$ cat src/rtl/sbc_pkg.sv
package sbc_pkg;

   // Width of one sector number and of the reported slot
   localparam int SECTOR_W = 32;
   localparam int SLOT_W   = 3;

   // Controller states
   typedef enum logic [2:0] {
      ST_IDLE,
      ST_SCAN,
      ST_DRAIN,
      ST_WRITE
   } sbc_state_type;

   // Controller -> datapath commands
   typedef struct packed {
      logic load;    // capture request beat, restart scan
      logic scan;    // issue one slot read, advance index
      logic commit;  // update slot state and load result register
   } sbc_cmd_type;

   // Datapath -> controller status
   typedef struct packed {
      logic last_issue;  // read of the last slot is being issued
      logic out_free;    // result register can take a new beat
   } sbc_status_type;

endpackage

$ cat src/rtl/sector_buffer_lfu_cache.sv
// Tag and replacement logic for a small fully associative sector buffer
// with least-frequently-used replacement.
//
// Request channel (req_valid/req_ready/req_sector): one beat per sector
// lookup. Response channel (rsp_valid/rsp_ready): one beat per request
// with rsp_hit, rsp_slot and rsp_fill_sector (the sector to load into
// rsp_slot on a miss, zero on a hit).
//
// Each request walks the slot table one slot per cycle through a single
// read port, so the slot count sets the latency. A new request beat is
// taken only once the result of the previous one has been loaded into
// the output register.
//
// The result sits in an output register; the next request is accepted and
// scanned while it waits. If the receiver still stalls when that next
// result is ready, the block holds it and takes no further request.
//
// Reset (synchronous, active high) clears all slot valid bits, so every
// slot is empty and counts as zero uses; no clearing pass is needed.
module sector_buffer_lfu_cache
   import sbc_pkg::*;
#(
   parameter int NUM_SLOTS   = 8,
   parameter int COUNT_WIDTH = 16
) (
   input  logic                clock,
   input  logic                reset,
   input  logic                req_valid,
   output logic                req_ready,
   input  logic [SECTOR_W-1:0] req_sector,
   output logic                rsp_valid,
   input  logic                rsp_ready,
   output logic                rsp_hit,
   output logic [SLOT_W-1:0]   rsp_slot,
   output logic [SECTOR_W-1:0] rsp_fill_sector
);

   sbc_cmd_type    cmd;
   sbc_status_type status;

   sbc_ctrl u_ctrl (
      .clock     (clock),
      .reset     (reset),
      .req_valid (req_valid),
      .req_ready (req_ready),
      .status    (status),
      .cmd       (cmd)
   );

   sbc_datapath #(
      .NUM_SLOTS   (NUM_SLOTS),
      .COUNT_WIDTH (COUNT_WIDTH)
   ) u_datapath (
      .clock           (clock),
      .reset           (reset),
      .cmd             (cmd),
      .status          (status),
      .req_sector      (req_sector),
      .rsp_ready       (rsp_ready),
      .rsp_valid       (rsp_valid),
      .rsp_hit         (rsp_hit),
      .rsp_slot        (rsp_slot),
      .rsp_fill_sector (rsp_fill_sector)
   );

`ifndef SYNTHESIS
   // A hit never asks for a fill
   a_hit_no_fill: assert property (@(posedge clock) disable iff (reset)
      rsp_valid && rsp_hit |-> rsp_fill_sector == '0)
      else $error("fill sector reported on a hit");

   // A request beat starts a scan, so the block is busy next cycle
   a_busy_after_req: assert property (@(posedge clock) disable iff (reset)
      req_valid && req_ready |=> !req_ready)
      else $error("request taken while a scan is running");

   // A new result only appears at the end of a scan
   a_rsp_from_scan: assert property (@(posedge clock) disable iff (reset)
      $rose(rsp_valid) |-> $past(!req_ready))
      else $error("result produced without a scan");
`endif

endmodule

$ cat src/rtl/sbc_ctrl.sv
module sbc_ctrl
   import sbc_pkg::*;
(
   input  logic           clock,
   input  logic           reset,
   input  logic           req_valid,
   output logic           req_ready,
   input  sbc_status_type status,
   output sbc_cmd_type    cmd
);

   sbc_state_type state_ff;
   sbc_state_type state_in;

   // State register
   always_ff @(posedge clock) begin
      if (reset) begin
         state_ff <= ST_IDLE;
      end else begin
         state_ff <= state_in;
      end
   end

   // Next state
   always_comb begin
      state_in = state_ff;
      unique case (state_ff)
         ST_IDLE: begin
            if (req_valid) state_in = ST_SCAN;
         end
         ST_SCAN: begin
            if (status.last_issue) state_in = ST_DRAIN;
         end
         ST_DRAIN: begin
            state_in = ST_WRITE;
         end
         ST_WRITE: begin
            if (status.out_free) state_in = ST_IDLE;
         end
         default: state_in = ST_IDLE;
      endcase
   end

   // Outputs
   always_comb begin
      req_ready  = 1'b0;
      cmd        = '0;
      unique case (state_ff)
         ST_IDLE: begin
            req_ready = 1'b1;
            cmd.load  = req_valid;
         end
         ST_SCAN: begin
            cmd.scan = 1'b1;
         end
         ST_DRAIN: begin
         end
         ST_WRITE: begin
            cmd.commit = status.out_free;
         end
         default: begin
         end
      endcase
   end

endmodule

$ cat src/rtl/sbc_datapath.sv
module sbc_datapath
   import sbc_pkg::*;
#(
   parameter int NUM_SLOTS   = 8,
   parameter int COUNT_WIDTH = 16
) (
   input  logic                clock,
   input  logic                reset,
   input  sbc_cmd_type         cmd,
   output sbc_status_type      status,
   input  logic [SECTOR_W-1:0] req_sector,
   input  logic                rsp_ready,
   output logic                rsp_valid,
   output logic                rsp_hit,
   output logic [SLOT_W-1:0]   rsp_slot,
   output logic [SECTOR_W-1:0] rsp_fill_sector
);

   localparam int IDX_W = (NUM_SLOTS > 1) ? $clog2(NUM_SLOTS) : 1;
   localparam logic [IDX_W-1:0]       LAST_IDX  = IDX_W'(NUM_SLOTS - 1);
   localparam logic [COUNT_WIDTH-1:0] COUNT_MAX = '1;
   localparam logic [COUNT_WIDTH-1:0] COUNT_ONE = COUNT_WIDTH'(1);

   // Slot storage
   logic [SECTOR_W-1:0]    tag_mem [NUM_SLOTS];
   logic [COUNT_WIDTH-1:0] cnt_mem [NUM_SLOTS];
   logic [NUM_SLOTS-1:0]   valid_ff;

   // Scan pipeline
   logic [SECTOR_W-1:0]    sector_ff;
   logic [IDX_W-1:0]       rd_idx_ff;
   logic [IDX_W-1:0]       cmp_idx_ff;
   logic                   cmp_vld_ff;
   logic [SECTOR_W-1:0]    tag_rd_ff;
   logic [COUNT_WIDTH-1:0] cnt_rd_ff;

   // Scan results
   logic                   hit_ff;
   logic [IDX_W-1:0]       hit_idx_ff;
   logic [COUNT_WIDTH-1:0] hit_cnt_ff;
   logic [IDX_W-1:0]       best_idx_ff;
   logic [COUNT_WIDTH-1:0] best_cnt_ff;

   // Result register
   logic                   rsp_valid_ff;
   logic                   rsp_hit_ff;
   logic [SLOT_W-1:0]      rsp_slot_ff;
   logic [SECTOR_W-1:0]    rsp_fill_ff;

   logic                   cur_valid;
   logic [COUNT_WIDTH-1:0] cur_cnt;
   logic                   cur_match;
   logic [IDX_W-1:0]       win_idx;
   logic [COUNT_WIDTH-1:0] new_cnt;

   assign status.last_issue = cmd.scan && (rd_idx_ff == LAST_IDX);
   assign status.out_free   = !rsp_valid_ff || rsp_ready;

   // Request capture and read index
   always_ff @(posedge clock) begin
      if (cmd.load) begin
         sector_ff <= req_sector;
         rd_idx_ff <= '0;
      end else if (cmd.scan) begin
         rd_idx_ff <= rd_idx_ff + 1'b1;
      end
   end

   // Registered slot reads
   always_ff @(posedge clock) begin
      tag_rd_ff  <= tag_mem[rd_idx_ff];
      cnt_rd_ff  <= cnt_mem[rd_idx_ff];
      cmp_idx_ff <= rd_idx_ff;
   end

   always_ff @(posedge clock) begin
      if (reset) begin
         cmp_vld_ff <= 1'b0;
      end else begin
         cmp_vld_ff <= cmd.scan;
      end
   end

   // Compare stage: invalid slots count as zero and never match
   assign cur_valid = valid_ff[cmp_idx_ff];
   assign cur_cnt   = cur_valid ? cnt_rd_ff : '0;
   assign cur_match = cur_valid && (tag_rd_ff == sector_ff);

   // Highest matching index and lowest count, ties to the higher index
   always_ff @(posedge clock) begin
      if (cmd.load) begin
         hit_ff <= 1'b0;
      end else if (cmp_vld_ff) begin
         if (cur_match) begin
            hit_ff     <= 1'b1;
            hit_idx_ff <= cmp_idx_ff;
            hit_cnt_ff <= cur_cnt;
         end
         if ((cmp_idx_ff == '0) || (cur_cnt <= best_cnt_ff)) begin
            best_idx_ff <= cmp_idx_ff;
            best_cnt_ff <= cur_cnt;
         end
      end
   end

   assign win_idx = hit_ff ? hit_idx_ff : best_idx_ff;
   assign new_cnt = !hit_ff ? COUNT_ONE :
                    (hit_cnt_ff == COUNT_MAX) ? hit_cnt_ff : hit_cnt_ff + 1'b1;

   // Slot update
   always_ff @(posedge clock) begin
      if (cmd.commit) begin
         cnt_mem[win_idx] <= new_cnt;
         if (!hit_ff) tag_mem[win_idx] <= sector_ff;
      end
   end

   always_ff @(posedge clock) begin
      if (reset) begin
         valid_ff <= '0;
      end else if (cmd.commit) begin
         valid_ff[win_idx] <= 1'b1;
      end
   end

   // Result register
   always_ff @(posedge clock) begin
      if (reset) begin
         rsp_valid_ff <= 1'b0;
      end else if (cmd.commit) begin
         rsp_valid_ff <= 1'b1;
      end else if (rsp_ready) begin
         rsp_valid_ff <= 1'b0;
      end
   end

   always_ff @(posedge clock) begin
      if (cmd.commit) begin
         rsp_hit_ff  <= hit_ff;
         rsp_slot_ff <= SLOT_W'(win_idx);
         rsp_fill_ff <= hit_ff ? '0 : sector_ff;
      end
   end

   assign rsp_valid       = rsp_valid_ff;
   assign rsp_hit         = rsp_hit_ff;
   assign rsp_slot        = rsp_slot_ff;
   assign rsp_fill_sector = rsp_fill_ff;

endmodule
$ cat config.mk
export PLATFORM = sky130hd
export DESIGN_NAME = sector_buffer_lfu_cache
export DESIGN_NICKNAME = d
export VERILOG_FILES = /design/src/rtl/sbc_pkg.sv /design/src/rtl/sector_buffer_lfu_cache.sv /design/src/rtl/sbc_ctrl.sv /design/src/rtl/sbc_datapath.sv
export SDC_FILE = /design/constraint.sdc
export NUM_CORES = 1
export LEC_CHECK = 0
export ABC_AREA = 1
export CORE_AREA = 2 2 223 225
export DETAILED_ROUTE_END_ITERATION = 7
export DIE_AREA = 0 0 225 227
export DONT_BUFFER_PORTS = 1
export GPL_TIMING_DRIVEN = 0
export PLACE_DENSITY = 0.65
export SETUP_SLACK_MARGIN = 0.5
export SYNTH_ARGS = -nofsm -noshare
export SYNTH_HDL_FRONTEND = slang
export SYNTH_SLANG_ARGS = --single-unit
export TNS_END_PERCENT = 20
$ cat constraint.sdc
create_clock -name clock -period 4.95 [get_ports clock]
set_input_delay 0.495 -clock clock [delete_from_list [all_inputs] [get_ports clock]]
set_output_delay 0.495 -clock clock [all_outputs]
set_load 0.005 [all_outputs]
## After elaboration in Yosys (flattened, before gate mapping)

Memory sizes are Yosys's and may differ from the RTL's. A register that Yosys moved wholly into a read port is not among the register bits.
Cells that the tools add are included.

- Bitwise operators: 2
- Muxes and demuxes: 23
- Add/sub/neg operators: 2
- Order comparisons: 4
- Reductions and logical operators: 13
- Equal/unequal tests: 9

Operator list:

| kind | number |
|---|---|
| 16-bit two-way mux | 3 |
| 32-bit equality test | 1 |
| 16-bit by 1-bit adder with 16-bit output (second input constant) | 1 |
| 16-bit equality test (second input constant) | 1 |
| 16-bit less-or-equal comparator | 1 |
| 1-bit two-way mux | 13 |
| 3-bit two-way mux | 4 |
| 3-bit case mux with 4 select lines | 1 |
| 3-bit AND reduction | 3 |
| 3-bit by 4-bit < comparator with 1-bit output (second input constant) | 2 |
| 8-bit bitwise OR | 1 |
| 3-bit by 2-bit equality test with 1-bit output (second input constant) | 2 |
| 3-bit logical NOT | 2 |
| 2-bit inequality test (second input constant) | 2 |
| 3-bit by 1-bit adder with 3-bit output (second input constant) | 1 |
| 1-bit binary-select mux with 3-bit select | 1 |
| 1-bit demux with 3-bit select | 1 |
| 3-bit by 1-bit equality test with 1-bit output (second input constant) | 1 |
| 3-bit equality test (second input constant) | 1 |
| 3-bit by 1-bit >= comparator with 1-bit output (second input constant) | 1 |
| 1-bit logical AND | 3 |
| 1-bit logical OR | 2 |
| 2-bit by 1-bit inequality test with 1-bit output (second input constant) | 1 |
| 2-bit AND reduction | 1 |
| 3 further kinds | 3 |

- Register bits: 126
- Memory bits (writable): 384
- Memories kept: 2
- Logic and storage cells: 70
- Input bits: 36

Memory list:

| memory | words | bits a word | read ports | clocked after memory_dff | write ports | RTL line | text |
|---|---|---|---|---|---|---|---|
| u_datapath.tag_mem | 8 | 32 | 1 | 1 | 1 | sbc_datapath.sv:25 | `logic [SECTOR_W-1:0] tag_mem [NUM_SLOTS];` |
| u_datapath.cnt_mem | 8 | 16 | 1 | 1 | 1 | sbc_datapath.sv:26 | `logic [COUNT_WIDTH-1:0] cnt_mem [NUM_SLOTS];` |

## Depth between registers and ports, before layout

- Depth in word-level cells: 6
- Depth in mapped cells: 18
- Depth with buffers taken out: 18

## Modules after synthesis

Synthesis repeated with hierarchy kept, for this count alone.

- Cells, all modules: 1867
- Area, all modules: 22147.5 um2

By module, submodules not included:

| module | area each (um2) | instances | cells each |
|---|---|---|---|
| sbc_datapath | 21947.3 | 1 | 1836 |
| sbc_ctrl | 200.2 | 1 | 31 |

## Worst setup path before layout

OpenSTA, ideal clock, no wires.

- Kind: input port to flip-flop
- From: input port rsp_ready
- To: memory u_datapath.tag_mem[6][0] (enable)
- Data required time: 4529 ps
- Library setup time: 421 ps
- Cell stages on the path: 6
- Buffers on the path: 0
- Data arrival time: 4192 ps
- Setup slack: 337 ps
- Cells stage by stage: inv_1 nand2_1 inv_1 nor2_1 nand3_1 nor2_1

RTL lines:

| what | RTL line | text |
|---|---|---|
| start: declaration | sector_buffer_lfu_cache.sv:32 | `input logic rsp_ready,` |
| end: declaration | sbc_datapath.sv:25 |  |

## Worst setup path in the final report

- From: register u_datapath.cmp_idx_ff[0]
- To: register u_datapath.best_cnt_ff[3] (enable)

- Longest elaborated chain between the ends: 6
- Elaborated cells between the ends (all ways): 7
- Classes of those cells: order compare (1); mux (3); reduce/logical (3)

RTL lines:

| what | RTL line | text |
|---|---|---|
| start: declaration | sbc_datapath.sv:32 | `logic [IDX_W-1:0] cmp_idx_ff;` |
| start signal: assignment | sbc_datapath.sv:73 | `cmp_idx_ff <= rd_idx_ff;` |
| 1-bit binary-select mux with 3-bit select | sbc_datapath.sv:85 | `assign cur_valid = valid_ff[cmp_idx_ff];` |
| 1-bit two-way mux (implied by the code) | sbc_datapath.sv:85 |  |
| 16-bit two-way mux | sbc_datapath.sv:86 | `assign cur_cnt = cur_valid ? cnt_rd_ff : '0;` |
| net u_datapath.cur_cnt[7] | sbc_datapath.sv:51 | `logic [COUNT_WIDTH-1:0] cur_cnt;` |
| 16-bit less-or-equal comparator | sbc_datapath.sv:99 | `if ((cmp_idx_ff == '0) \|\| (cur_cnt <= best_cnt_ff)) begin` |
| 1-bit logical OR | sbc_datapath.sv:99 |  |
| 3-bit AND reduction (no line) | - |  |
| end signal: assignment | sbc_datapath.sv:101 | `best_cnt_ff <= cur_cnt;` |
| end: declaration | sbc_datapath.sv:42 | `logic [COUNT_WIDTH-1:0] best_cnt_ff;` |

The timed path passes the listed nets, and every way through them passes these cells. The select of a mux whose other input is x is not followed.
A chain may end at the register's enable or synchronous reset.

==> flow_summary.json <==
{
  "crit_fanout": 17,
  "r2r_cells": 14,
  "dieWidth_um": 225,
  "switchingPower_w": 0.00440,
  "fmax_ghz": 0.298,
  "switching_share": 0.323,
  "diodes": 0,
  "finalClockSkew_ns": 0.0119,
  "seqPwrFrac": 0.447,
  "synth-simple-area-share": 0.128,
  "hold_end": "u_datapath.rsp_valid",
  "critical_path_arrival_ns": 3.65,
  "post_cts_buffers": 0,
  "hold_viol_final": 0,
  "grt_max_degree": 31,
  "worst_ep_required_time_ns": 5.25,
  "setup_viol": 0,
  "nNetsFinal": 1929,
  "drc": 0,
  "final_cells": 2537,
  "detail_route.wirelength_mm": 54.2,
  "start_util": 0.448,
  "min_path_cells": 3,
  "rr_endpoint": "u_datapath.best_cnt_ff[3]",
  "clock_power_share": 0.309,
  "route.met3.wl_mm": 3.51,
  "cts.clk_slew.worst_paths_ns": 0.06,
  "post_synth_instance_area_um2": 21800,
  "p_comb_frac": 0.244,
  "r2r-start": "u_datapath.cmp_idx_ff[0]",
  "layout-drive-gt1-share": 0.0820,
  "htree_levels": 2,
  "p_per_area_nw_per_um2": 545,
  "ys_seq_area_frac": 0.738,
  "ios": 74,
  "slew_viol_final": 0,
  "tightest_slew_ns": 1.35,
  "status": "complete, no violations",
  "fillCellCount": 4060,
  "mostFrequentLayoutCells": "490 x edfxtp_1, 385 x nor2_1, 283 x nand2_1",
  "crit_path_start_kind": "register",
  "wl_met2_mm": 26.3,
  "die_y_um": 227,
  "fin_area_um2": 25000,
  "dr_total_vias": 13800,
  "wl_per_cell_um": 21.4,
  "port_buffers": 0,
  "postRouteAntennaNets": 0,
  "cts_sinks": 557,
  "coreArea_um2": 48500,
  "grt-ovfl-total": 0,
  "synth_top_family_by_area": "simple AND/OR/NAND/NOR gates",
  "synth_compound_area_frac": 0.0746,
  "cp.depth": 14,
  "synthTopCellsByArea": "edfxtp_1 68%, nor2_1 6.8%, dfxtp_1 6.2%, nand2_1 4.9%, o32ai_1 3.9%",
  "clockBufferDepth": 3,
  "synth_xor_area_frac": 0.00403,
  "cpPeakStageDelay_ns": 0.46,
  "fin_crit_sh": 0.677,
  "hold_class": "input pin to register",
  "synth.area.mux_share": 0,
  "critPathTopFamily": "simple AND/OR/NAND/NOR gates",
  "ys.warnings.count": 0,
  "final_common_cell": "edfxtp_1",
  "slowest_stage": "dfxtp_1",
  "yosys.area.top_type_share": 0.676,
  "synthAdderAreaFrac": 0.0132,
  "grt_pass1_wl_mm": 80.9,
  "cap_viol_max_count": 0,
  "antenna_found_initial": 0,
  "slew_headroom": 0.102,
  "seqCellArea_um2": 16100,
  "top_layer": "met4",
  "viasPerCell": 5.43,
  "dp_cells": 2403,
  "wl_met1_mm": 22.1,
  "grt_pass1_vias": 13400,
  "r2r_slack_ns": 1.60,
  "clockRootBuffer": "clkbuf_16",
  "drtIter0Drc": 1300,
  "numCtsBuffers": 54,
  "min_from": "rsp_ready",
  "netlist-cell-type-count": 32,
  "critPathBufInv": 3,
  "cts_resized": 0,
  "clk_latency_ns": 0.60,
  "rsz0062_at_grt": "no",
  "hold-worst-slack_ns": 0.0944,
  "fp-row-count": 81,
  "dr.pass1.iters": 7,
  "path_cells": "inv_1 -> o21ai_0 -> nand3_1 -> nand2_1 -> buf_2 -> nor2_1 -> ha_1 -> nand2_1 -> nor2_1 -> nand4_1 -> nor2_1 -> nor2_1 -> a21boi_2 -> buf_8",
  "syn_inst": 1770,
  "dieArea_um2": 51100,
  "gp_congestion": 0.830,
  "synth_top_area_cell": "edfxtp_1",
  "syn_nets": 1829,
  "track_usage": 0.213,
  "ys_ff_latch": 557,
  "dpl.hpwl_mm": 34.9,
  "vdd_drop_max_mv": 0.373,
  "crit_path_end_kind": "register",
  "crit_top_cell": "nor2_1",
  "finalCriticalPeriod_ns": 3.35,
  "crit_type": "register to register",
  "internal-power_w": 0.00922,
  "area_growth_pct": 14.9,
  "p_leak_nw": 9.44,
  "multiInputGateArea_um2": 4850,
  "placed_cell_area_um2": 22800,
  "cts_tree": "done",
  "syn_avg_cell_area_um2": 12.3
}
[how the worst max path moves through the flow]
stage | startpoint | slack [ns] | to
after floorplan | rsp_ready | 1.11 | u_datapath.tag_mem[6][0]
after global placement | rsp_ready | -1.65 | u_datapath.tag_mem[7][22]
after detailed placement | u_datapath.cmp_idx_ff[0] | 1.71 | u_datapath.best_cnt_ff[1]
after CTS | u_datapath.cmp_idx_ff[0] | 1.68 | u_datapath.best_cnt_ff[3]
after global routing | u_datapath.cmp_idx_ff[0] | 1.38 | u_datapath.best_cnt_ff[3]
final | u_datapath.cmp_idx_ff[0] | 1.60 | u_datapath.best_cnt_ff[3]
[routing by layer]
layer	global-route usage	vias to the layer above
met4	0.0976	0
met3	0.0332	114
met2	0.359	495
met1	0.273	6765
met5	0	-
li1	-	6390
[final cells by class]
cell class                 count  area share
sequential                   557       0.642
multi-input combinational    997       0.194
clock buffer                  78      0.0642
tap                          622      0.0311
timing repair buffer          44      0.0221
inverter                     135      0.0203
buffer                        81      0.0166
clock inverter                23     0.00926
[power groups by stage]
| stage | clock, W | sequential [W] | combinational [W] |
|---|---|---|---|
| CTS | 0.00426 | 0.00608 | 0.00333 |
| detailed placement | 0 | 0.00618 | 0.00329 |
| floorplan | 0 | 0.00605 | 0.00213 |
| finish | 0.00421 | 0.00608 | 0.00333 |
| global placement | 0 | 0.00617 | 0.00318 |
| global route | 0.00444 | 0.00613 | 0.00369 |
[worst reg2reg max path: cells and delay by family (launching register included)]
family                   cells  cell delay, ns
AND/OR/NAND/NOR              8            1.19
buffers and inverters        3            0.67
flip-flops                   1            0.46
AO/OA/AOI/OAI                2            0.41
adder cells (fa/ha/maj)      1            0.31
[cells in the mapped netlist]
library cell / number
a21o_1: 2
clkbuf_1: 41
nand3_1: 18
nand3_4: 1
nand3_2: 1
nor3_1: 5
nand4_1: 3
or2_1: 3
inv_2: 3
dfxtp_1: 67
a31oi_1: 5
ha_1: 23
buf_1: 5
buf_6: 10
o21ai_0: 112
xor2_1: 2
o21ai_2: 1
nor3_4: 1
xnor2_1: 8
or2_2: 6
a21boi_0: 1
o21ai_1: 2
buf_4: 2
nand2_1: 283
edfxtp_1: 490
buf_2: 23
a21oi_1: 26
o32ai_1: 96
o22ai_1: 3
inv_1: 132
nand3b_1: 1
nor2_1: 394
[cells by family after synthesis]
logic type / Yosys count
simple gates: 716
flops: 557
compound gates: 248
buf+inv: 216
fa+ha+maj: 23
xor+xnor: 10
[registers in the layout (all words and copies together) (netlist names), 8 cells and up]
signal / flops
u_datapath.sector_ff: 32
u_datapath.tag_mem: 256
u_datapath.valid_ff: 8
u_datapath.cnt_rd_ff: 16
u_datapath.best_cnt_ff: 16
u_datapath.tag_rd_ff: 32
u_datapath.hit_cnt_ff: 16
u_datapath.cnt_mem: 128
u_datapath.rsp_fill_sector: 32
[through the flow]
step	power [W]	util	setup WS (ns)	TNS, ns
after global routing	0.0143	0.515	1.38	0
after global placement	0.00935	0.464	-1.65	-352.54
after floorplan	0.00817	-	1.11	0
after CTS	0.0137	0.515	1.68	0
final	0.0136	0.515	1.60	0
after detailed placement	0.00946	0.470	1.71	0
[what timing repair did]
action	CTS	global route
hold buffers	33	0
endpoints found under the setup margin	0	0
hold endpoints to repair	34	0
Power figures use the tool's default switching activity.
